<file path="config.mk">
export PLATFORM = sky130hd
export DESIGN_NAME = stack_bytecode_executor
export DESIGN_NICKNAME = d
export VERILOG_FILES = /design/src/rtl/core/sbe_pkg.sv /design/src/rtl/core/sbe_stack.sv /design/src/rtl/core/sbe_alu.sv /design/src/rtl/core/stack_bytecode_executor.sv
export SDC_FILE = /design/constraint.sdc
export NUM_CORES = 1
export LEC_CHECK = 0
export BUFFER_PORTS_ARGS = -buffer_cell sky130_fd_sc_hd__buf_2
export CORE_MARGIN = 2
export CORE_UTILIZATION = 40
export DETAILED_ROUTE_END_ITERATION = 6
export PLACE_DENSITY_LB_ADDON = 0.3
export SKIP_CTS_REPAIR_TIMING = 1
export SLEW_MARGIN = 20
export SYNTH_ARGS = -nofsm -noshare
export SYNTH_HDL_FRONTEND = slang
export SYNTH_SLANG_ARGS = --single-unit
</file>
<file path="constraint.sdc">
create_clock -name i_clk -period 6.3 [get_ports i_clk]
set_input_delay 1.26 -clock i_clk [delete_from_list [all_inputs] [get_ports i_clk]]
set_output_delay 1.26 -clock i_clk [all_outputs]
set_load 0.03 [all_outputs]
</file>
<file path="src/rtl/core/sbe_pkg.sv">
package sbe_pkg;

    localparam int STACK_DEPTH = 16;
    localparam int SP_W        = (STACK_DEPTH > 1) ? $clog2(STACK_DEPTH) : 1;
    localparam int CNT_W       = $clog2(STACK_DEPTH + 1);
    localparam int DATA_W      = 32;
    localparam int STEP_W      = $clog2(DATA_W);
    localparam int OP_W        = 3;
    localparam int ST_W        = 2;

    localparam logic [OP_W-1:0] OP_PUSH   = 3'd0;
    localparam logic [OP_W-1:0] OP_ADD    = 3'd1;
    localparam logic [OP_W-1:0] OP_SUB    = 3'd2;
    localparam logic [OP_W-1:0] OP_MUL    = 3'd3;
    localparam logic [OP_W-1:0] OP_DIV    = 3'd4;
    localparam logic [OP_W-1:0] OP_MOD    = 3'd5;
    localparam logic [OP_W-1:0] OP_FINISH = 3'd6;

    localparam logic [ST_W-1:0] ST_OK    = 2'd0;
    localparam logic [ST_W-1:0] ST_UNDER = 2'd1;
    localparam logic [ST_W-1:0] ST_OVER  = 2'd2;
    localparam logic [ST_W-1:0] ST_DIVZ  = 2'd3;

    typedef struct packed {
        logic            we;
        logic [SP_W-1:0] waddr;
        logic            re;
        logic [SP_W-1:0] raddr;
    } t_stk_ctl;

    typedef struct packed {
        logic            start;
        logic [OP_W-1:0] op;
    } t_alu_req;

endpackage

</file>
<file path="src/rtl/core/sbe_stack.sv">
module sbe_stack (
    input  logic                  i_clk,
    input  sbe_pkg::t_stk_ctl     i_ctl,
    input  logic [sbe_pkg::DATA_W-1:0] i_wdata,
    output logic [sbe_pkg::DATA_W-1:0] o_rdata
);
    import sbe_pkg::*;

    logic [DATA_W-1:0] r_mem [STACK_DEPTH];
    logic [DATA_W-1:0] r_rdata;

    always_ff @(posedge i_clk) begin
        if (i_ctl.we) begin
            r_mem[i_ctl.waddr] <= i_wdata;
        end
    end

    always_ff @(posedge i_clk) begin
        if (i_ctl.re) begin
            r_rdata <= r_mem[i_ctl.raddr];
        end
    end

    assign o_rdata = r_rdata;

endmodule

</file>
<file path="src/rtl/core/sbe_alu.sv">
module sbe_alu (
    input  logic                       i_clk,
    input  logic                       i_rst_n,
    input  sbe_pkg::t_alu_req          i_req,
    input  logic [sbe_pkg::DATA_W-1:0] i_a,
    input  logic [sbe_pkg::DATA_W-1:0] i_b,
    output logic                       o_done,
    output logic [sbe_pkg::DATA_W-1:0] o_result
);
    import sbe_pkg::*;

    typedef enum logic [1:0] {A_IDLE, A_RUN, A_FIX} t_alu_state;

    t_alu_state        r_state, n_state;
    logic [OP_W-1:0]   r_op, n_op;
    logic [STEP_W-1:0] r_cnt, n_cnt;
    logic [DATA_W-1:0] r_x, n_x;
    logic [DATA_W-1:0] r_y, n_y;
    logic [DATA_W-1:0] r_d, n_d;
    logic [DATA_W-1:0] r_rem, n_rem;
    logic [DATA_W-1:0] r_res, n_res;
    logic              r_c, n_c;
    logic              r_qneg, n_qneg;
    logic              r_rneg, n_rneg;
    logic              r_done, n_done;

    logic [1:0]        bit_sum;
    logic [DATA_W:0]   dv_shift;
    logic [DATA_W+1:0] dv_trial;
    logic [DATA_W-1:0] abs_a;
    logic [DATA_W-1:0] abs_b;

    assign abs_a    = i_a[DATA_W-1] ? (~i_a + DATA_W'(1)) : i_a;
    assign abs_b    = i_b[DATA_W-1] ? (~i_b + DATA_W'(1)) : i_b;
    assign bit_sum  = {1'b0, r_x[0]} + {1'b0, r_y[0]} + {1'b0, r_c};
    assign dv_shift = {r_rem, r_x[DATA_W-1]};
    assign dv_trial = {1'b0, dv_shift} - {2'b00, r_d};

    always_comb begin
        n_state = r_state;
        n_op    = r_op;
        n_cnt   = r_cnt;
        n_x     = r_x;
        n_y     = r_y;
        n_d     = r_d;
        n_rem   = r_rem;
        n_res   = r_res;
        n_c     = r_c;
        n_qneg  = r_qneg;
        n_rneg  = r_rneg;
        n_done  = 1'b0;
        case (r_state)
            A_IDLE: begin
                if (i_req.start) begin
                    n_state = A_RUN;
                    n_op    = i_req.op;
                    n_cnt   = '0;
                    n_x     = i_a;
                    n_y     = i_b;
                    n_c     = 1'b0;
                    n_res   = '0;
                    n_rem   = '0;
                    n_d     = abs_b;
                    n_qneg  = i_a[DATA_W-1] ^ i_b[DATA_W-1];
                    n_rneg  = i_a[DATA_W-1];
                    case (i_req.op)
                        OP_SUB: begin
                            n_y = ~i_b;
                            n_c = 1'b1;
                        end
                        OP_DIV, OP_MOD: begin
                            n_x = abs_a;
                            n_y = '0;
                        end
                        default: ;
                    endcase
                end
            end
            A_RUN: begin
                n_cnt = r_cnt + STEP_W'(1);
                case (r_op)
                    OP_ADD, OP_SUB: begin
                        // one sum bit per cycle, lsb first
                        n_res = {bit_sum[0], r_res[DATA_W-1:1]};
                        n_c   = bit_sum[1];
                        n_x   = {1'b0, r_x[DATA_W-1:1]};
                        n_y   = {1'b0, r_y[DATA_W-1:1]};
                    end
                    OP_MUL: begin
                        n_res = r_y[0] ? (r_res + r_x) : r_res;
                        n_x   = {r_x[DATA_W-2:0], 1'b0};
                        n_y   = {1'b0, r_y[DATA_W-1:1]};
                    end
                    OP_DIV, OP_MOD: begin
                        // restoring step, one quotient bit per cycle
                        if (!dv_trial[DATA_W+1]) begin
                            n_rem = dv_trial[DATA_W-1:0];
                        end else begin
                            n_rem = dv_shift[DATA_W-1:0];
                        end
                        n_y = {r_y[DATA_W-2:0], ~dv_trial[DATA_W+1]};
                        n_x = {r_x[DATA_W-2:0], 1'b0};
                    end
                    default: ;
                endcase
                if (r_cnt == STEP_W'(DATA_W - 1)) begin
                    n_state = A_FIX;
                end
            end
            A_FIX: begin
                // sign fixup of quotient and remainder
                case (r_op)
                    OP_DIV:  n_res = r_qneg ? (~r_y + DATA_W'(1)) : r_y;
                    OP_MOD:  n_res = r_rneg ? (~r_rem + DATA_W'(1)) : r_rem;
                    default: ;
                endcase
                n_done  = 1'b1;
                n_state = A_IDLE;
            end
            default: n_state = A_IDLE;
        endcase
    end

    always_ff @(posedge i_clk) begin
        if (!i_rst_n) begin
            r_state <= A_IDLE;
            r_done  <= 1'b0;
        end else begin
            r_state <= n_state;
            r_done  <= n_done;
        end
        r_op   <= n_op;
        r_cnt  <= n_cnt;
        r_x    <= n_x;
        r_y    <= n_y;
        r_d    <= n_d;
        r_rem  <= n_rem;
        r_res  <= n_res;
        r_c    <= n_c;
        r_qneg <= n_qneg;
        r_rneg <= n_rneg;
    end

    assign o_done   = r_done;
    assign o_result = r_res;

endmodule

</file>
<file path="src/rtl/core/stack_bytecode_executor.sv">
// channel   dir  tdata                  tuser
// s (in)    in   [31:0] push_value      [2:0] opcode
// m (out)   out  [31:0] top_value      [1:0] status
//
// push is written on accept; finish waits for the output register to be free.
// arithmetic goes through accept, two stack reads, 32 bit-serial steps in the
// alu, a sign fixup, the done flag and write-back; add/sub go one bit per
// cycle, mul and div/mod one multiplier or quotient bit per cycle.
// i_rst_n is synchronous; it empties the stack and clears the error.
// a result waits in the output register while the next words are taken.
module stack_bytecode_executor (
    input  logic                        i_clk,
    input  logic                        i_rst_n,
    input  logic                        i_s_tvalid,
    output logic                        o_s_tready,
    input  logic [sbe_pkg::DATA_W-1:0]  i_s_tdata,   // [31:0] push_value
    input  logic [sbe_pkg::OP_W-1:0]    i_s_tuser,   // [2:0] opcode
    output logic                        o_m_tvalid,
    input  logic                        i_m_tready,
    output logic [sbe_pkg::DATA_W-1:0]  o_m_tdata,   // [31:0] top_value
    output logic [sbe_pkg::ST_W-1:0]    o_m_tuser    // [1:0] status
);
    import sbe_pkg::*;

    typedef enum logic [2:0] {S_IDLE, S_RDB, S_RDA, S_ALU, S_FIN} t_state;

    t_state            r_state, n_state;
    logic [OP_W-1:0]   r_op, n_op;
    logic [CNT_W-1:0]  r_cnt, n_cnt;
    logic [ST_W-1:0]   r_err, n_err;
    logic [DATA_W-1:0] r_b, n_b;
    logic              r_m_valid, n_m_valid;
    logic [DATA_W-1:0] r_m_data, n_m_data;
    logic [ST_W-1:0]   r_m_user, n_m_user;

    t_stk_ctl          stk_ctl;
    logic [DATA_W-1:0] stk_wdata;
    logic [DATA_W-1:0] stk_rdata;
    t_alu_req          alu_req;
    logic              alu_done;
    logic [DATA_W-1:0] alu_result;

    logic              accept;
    logic [CNT_W-1:0]  cnt_m1;
    logic [CNT_W-1:0]  cnt_m2;

    assign o_s_tready = (r_state == S_IDLE);
    assign accept     = i_s_tvalid && o_s_tready;
    assign cnt_m1     = r_cnt - CNT_W'(1);
    assign cnt_m2     = r_cnt - CNT_W'(2);

    sbe_stack u_stack (
        .i_clk   (i_clk),
        .i_ctl   (stk_ctl),
        .i_wdata (stk_wdata),
        .o_rdata (stk_rdata)
    );

    sbe_alu u_alu (
        .i_clk    (i_clk),
        .i_rst_n  (i_rst_n),
        .i_req    (alu_req),
        .i_a      (stk_rdata),
        .i_b      (r_b),
        .o_done   (alu_done),
        .o_result (alu_result)
    );

    always_comb begin
        n_state   = r_state;
        n_op      = r_op;
        n_cnt     = r_cnt;
        n_err     = r_err;
        n_b       = r_b;
        n_m_valid = r_m_valid;
        n_m_data  = r_m_data;
        n_m_user  = r_m_user;
        stk_ctl   = '0;
        stk_wdata = i_s_tdata;
        alu_req   = '0;
        alu_req.op = r_op;

        if (r_m_valid && i_m_tready) begin
            n_m_valid = 1'b0;
        end

        case (r_state)
            S_IDLE: begin
                if (accept) begin
                    n_op = i_s_tuser;
                    case (i_s_tuser)
                        OP_PUSH: begin
                            if (r_cnt == CNT_W'(STACK_DEPTH)) begin
                                if (r_err == ST_OK) begin
                                    n_err = ST_OVER;
                                end
                            end else begin
                                stk_ctl.we    = 1'b1;
                                stk_ctl.waddr = r_cnt[SP_W-1:0];
                                n_cnt         = r_cnt + CNT_W'(1);
                            end
                        end
                        OP_ADD, OP_SUB, OP_MUL, OP_DIV, OP_MOD: begin
                            if (r_cnt < CNT_W'(2)) begin
                                if (r_err == ST_OK) begin
                                    n_err = ST_UNDER;
                                end
                            end else begin
                                stk_ctl.re    = 1'b1;
                                stk_ctl.raddr = cnt_m1[SP_W-1:0];
                                n_state       = S_RDB;
                            end
                        end
                        OP_FINISH: begin
                            stk_ctl.re    = (r_cnt != '0);
                            stk_ctl.raddr = cnt_m1[SP_W-1:0];
                            n_state       = S_FIN;
                        end
                        default: ;
                    endcase
                end
            end
            S_RDB: begin
                n_b           = stk_rdata;
                stk_ctl.re    = 1'b1;
                stk_ctl.raddr = cnt_m2[SP_W-1:0];
                n_state       = S_RDA;
            end
            S_RDA: begin
                // divide by zero leaves both operands in place
                if ((r_op == OP_DIV || r_op == OP_MOD) && r_b == '0) begin
                    if (r_err == ST_OK) begin
                        n_err = ST_DIVZ;
                    end
                    n_state = S_IDLE;
                end else begin
                    alu_req.start = 1'b1;
                    n_state       = S_ALU;
                end
            end
            S_ALU: begin
                if (alu_done) begin
                    stk_ctl.we    = 1'b1;
                    stk_ctl.waddr = cnt_m2[SP_W-1:0];
                    stk_wdata     = alu_result;
                    n_cnt         = cnt_m1;
                    n_state       = S_IDLE;
                end
            end
            S_FIN: begin
                if (!r_m_valid || i_m_tready) begin
                    n_m_valid = 1'b1;
                    n_m_data  = (r_cnt == '0) ? '0 : stk_rdata;
                    if (r_err != ST_OK) begin
                        n_m_user = r_err;
                    end else if (r_cnt == '0) begin
                        n_m_user = ST_UNDER;
                    end else begin
                        n_m_user = ST_OK;
                    end
                    n_cnt   = '0;
                    n_err   = ST_OK;
                    n_state = S_IDLE;
                end
            end
            default: n_state = S_IDLE;
        endcase
    end

    always_ff @(posedge i_clk) begin
        if (!i_rst_n) begin
            r_state   <= S_IDLE;
            r_cnt     <= '0;
            r_err     <= ST_OK;
            r_m_valid <= 1'b0;
        end else begin
            r_state   <= n_state;
            r_cnt     <= n_cnt;
            r_err     <= n_err;
            r_m_valid <= n_m_valid;
        end
        r_op     <= n_op;
        r_b      <= n_b;
        r_m_data <= n_m_data;
        r_m_user <= n_m_user;
    end

    assign o_m_tvalid = r_m_valid;
    assign o_m_tdata  = r_m_data;
    assign o_m_tuser  = r_m_user;

endmodule

</file>
==> reports/metrics.cfg <==
[yosys]
synthFlopType = edfxtp_1
synth-seq-cells = 798
synthCells = 3587
yosysMostFrequentCell = edfxtp_1
netlist-cell-type-count = 79
synth_area_leaders = edfxtp_1 61%, nand2_1 7.2%, nor2_1 4.1%, nand3_1 2.9%, ha_1 2.6%
synth_edf_count = 784
syn-cell-area_um2 = 38700
ys_warn_count = 0
yosysSeqAreaShare_pct = 61.5
synth_top_cell_by_area = edfxtp_1
synth.avg_cell_area_um2 = 10.8
synth_common_cells = 784 x edfxtp_1, 738 x nand2_1, 418 x nor2_1, 227 x nand3_1, 180 x clkbuf_1
syn-num-nets = 3708
async_reset_ff_share_pct = 0
yosysTopAreaCellShare_pct = 60.8

[drt]
final_antenna_net_count = 0
drt-vias-per-instance = 5.60
num_vias = 27700
first_pass_iters = 6
postRouteWirelength_um = 107000
wl_per_cell_um = 21.5
drt_iter0_drc = 2307
drc_errors = 0

[cells_and_area]
nNetsFinal = 3735
post-route-util_pct = 45.3
drive_gt1_share_pct = 8.80
num_antenna_cells = 0
area_growth_pct = 12.8

[sta]
setup_tns_ps = 0
post-route-period-util_pct = 76.7
slew-limit-headroom_pct = 24.3
fmax_ghz = 0.207
setup-violations-final = 0
tightestPinTransition_ps = 1140
holdWs_ps = 487
slew_violations = 0
skew_ps = 31.3
final-hold-violation-count = 0
rsz0062_at_grt = false
fin_ws_ps = 1470
fin_crit_ps = 4830

[critical_path]
crit_arrival_ps = 5220
reg2reg_slack_ps = 1470
worstReg2RegStart = r_b[9]
crit_path_end_kind = register
critPathKind = reg2reg
crit_fanout = 38
startpoint_type = register
required_ps = 6690
r2r_cells = 9
r2r-end = u_alu.r_y[4]

[floorplan]
core_area_um2 = 96300
die_area_um2 = 99300
rows = 114
start_util_pct = 40.2
die_w_um = 315
io_pins = 75
fp.dieH_um = 315

[worst_hold_path]
whs_path_depth = 0
whs_endpoint = u_alu.r_op[0]
holdCritStartpoint = r_op[0]
hp-class = reg2reg

[cts]
clk_pin_slew_ps = 60
clk_path_buf_depth = 3
clock_sinks = 798
cts_tree = built
root_buffer = clkbuf_16
cts_buffers = 85
clk-insertion-delay-late_ps = 660
cts_htree_levels = 3

[pwr]
p_total_mw = 11.7
peakVddDrop_mv = 0.280
leakage_nw = 15.3
powerDensity_nw_per_um2 = 268

[run]
drv_cap = 0

[placement]
dp_slack_ps = 1410
dp_hpwl_um = 68700
gp_congestion = 0.909
port_buffers = 74

[global_routing]
overflow = 0
grtUsageTotal_pct = 21.2
antenna_found_initial = 2
grt_max_degree = 93
grt_pass1_wl_um = 161000
grt_pass1_vias = 26300

[status]
status = finished clean

-- critical path, cell delays in order (launching register included) --
cell,delay (ps)
edfxtp_1,490
or4_1,550
or3_1,380
nor3_1,480
and3_1,370
a41oi_1,360
and2_2,650
a21oi_1,790
a21oi_4,220
buf_16,260
-- through the flow --
stage / instance area, µm² / cells
floorplan: 38700 / 3587
global placement: 40700 / 4801
detailed placement: 40700 / 4801
CTS: 43600 / 4954
global route: 43600 / 4956
finish: 43600 / 4956
-- placed cells by master, fill, tap and decap left out, types with 22 or more instances in the layout --
cell,Yosys,routed
a211oi_1,47,47
a21o_1,31,31
a21oi_1,108,105
a221oi_1,32,32
a31oi_1,69,69
and2_1,42,41
buf_2,1,74
buf_4,2,48
clkbuf_16,0,86
edfxtp_1,784,784
ha_1,79,78
inv_1,75,75
mux2i_1,28,28
nand2_1,738,736
nand3_1,227,227
nand4_1,43,43
nor2_1,418,394
nor2_4,0,23
nor3_1,32,32
o211ai_1,23,23
o21ai_0,163,162
o31ai_1,37,37
or3_1,22,22
xnor2_1,103,103
xor2_1,66,66
-- cell type report --
cell class / count / area (µm²)
Fill cell: 8811 / 52600
Sequential cell: 798 / 23800
Multi-Input combinational cell: 2523 / 14200
Clock buffer: 98 / 2200
Tap cell: 1276 / 1600
Timing Repair Buffer: 131 / 926
Clock inverter: 55 / 673
Inverter: 75 / 282
-- cell families (layout without fill, tap and decap cells) --
logic type                 after synthesis  count (layout)  share of synthesized area, %
and+or+nand+nor                       1620            1620                          18.1
DFF                                    798             798                          61.5
AOI/OAI and AO/OA                      622             622                          10.4
buffers and inverters                  266             359                          2.63
xor gates and xnor gates               169             169                          3.82
adders and majority gates               82              82                          2.71
muxes                                   30              30                         0.782
-- registers in the layout, summed over array words and instances (netlist names), 2 cells and up --
signal,flops
u_stack.r_mem,512
o_m_tdata,32
r_b,32
u_alu.o_result,32
u_alu.r_d,32
u_alu.r_rem,32
u_alu.r_x,32
u_alu.r_y,32
u_stack.o_rdata,32
r_cnt,5
u_alu.r_cnt,5
r_op,3
r_state,3
u_alu.r_op,3
o_m_tuser,2
r_err,2
u_alu.r_state,2
-- power breakdown --
| part | internal, mW | total [mW] | leakage (nW) | switching, mW |
|---|---|---|---|---|
| clock | 3.05 | 5.18 | 1.40 | 2.13 |
| sequential | 5.87 | 5.91 | 7.20 | 0.0409 |
| combinational | 0.187 | 0.591 | 6.66 | 0.404 |
| total | 9.11 | 11.7 | 15.3 | 2.58 |
-- routing by layer --
metal	routed length, µm	global-route usage [%]	vias to the layer above
met5	0	0	-
met3	6520	2.45	182
met4	3570	7.71	0
li1	-	-	13000
met1	46100	28.9	13500
met2	50500	34.8	995
-- worst max-delay path by stage --
stage / cells past startpoint / slack [ps] / end / start
3_5_place_dp: 11 / 1410 / u_stack.o_rdata[11] / i_s_tuser[2]
4_1_cts: 8 / 1460 / u_alu.r_y[7] / r_b[9]
3_3_place_gp: 11 / 1550 / u_stack.o_rdata[11] / i_s_tuser[2]
6_report: 9 / 1470 / u_alu.r_y[4] / r_b[9]
2_1_floorplan: 10 / 1550 / u_alu.r_rem[0] / r_b[0]
5_1_grt: 8 / 1260 / u_alu.r_rem[5] / r_b[9]
(Power assumes the default switching activity.)
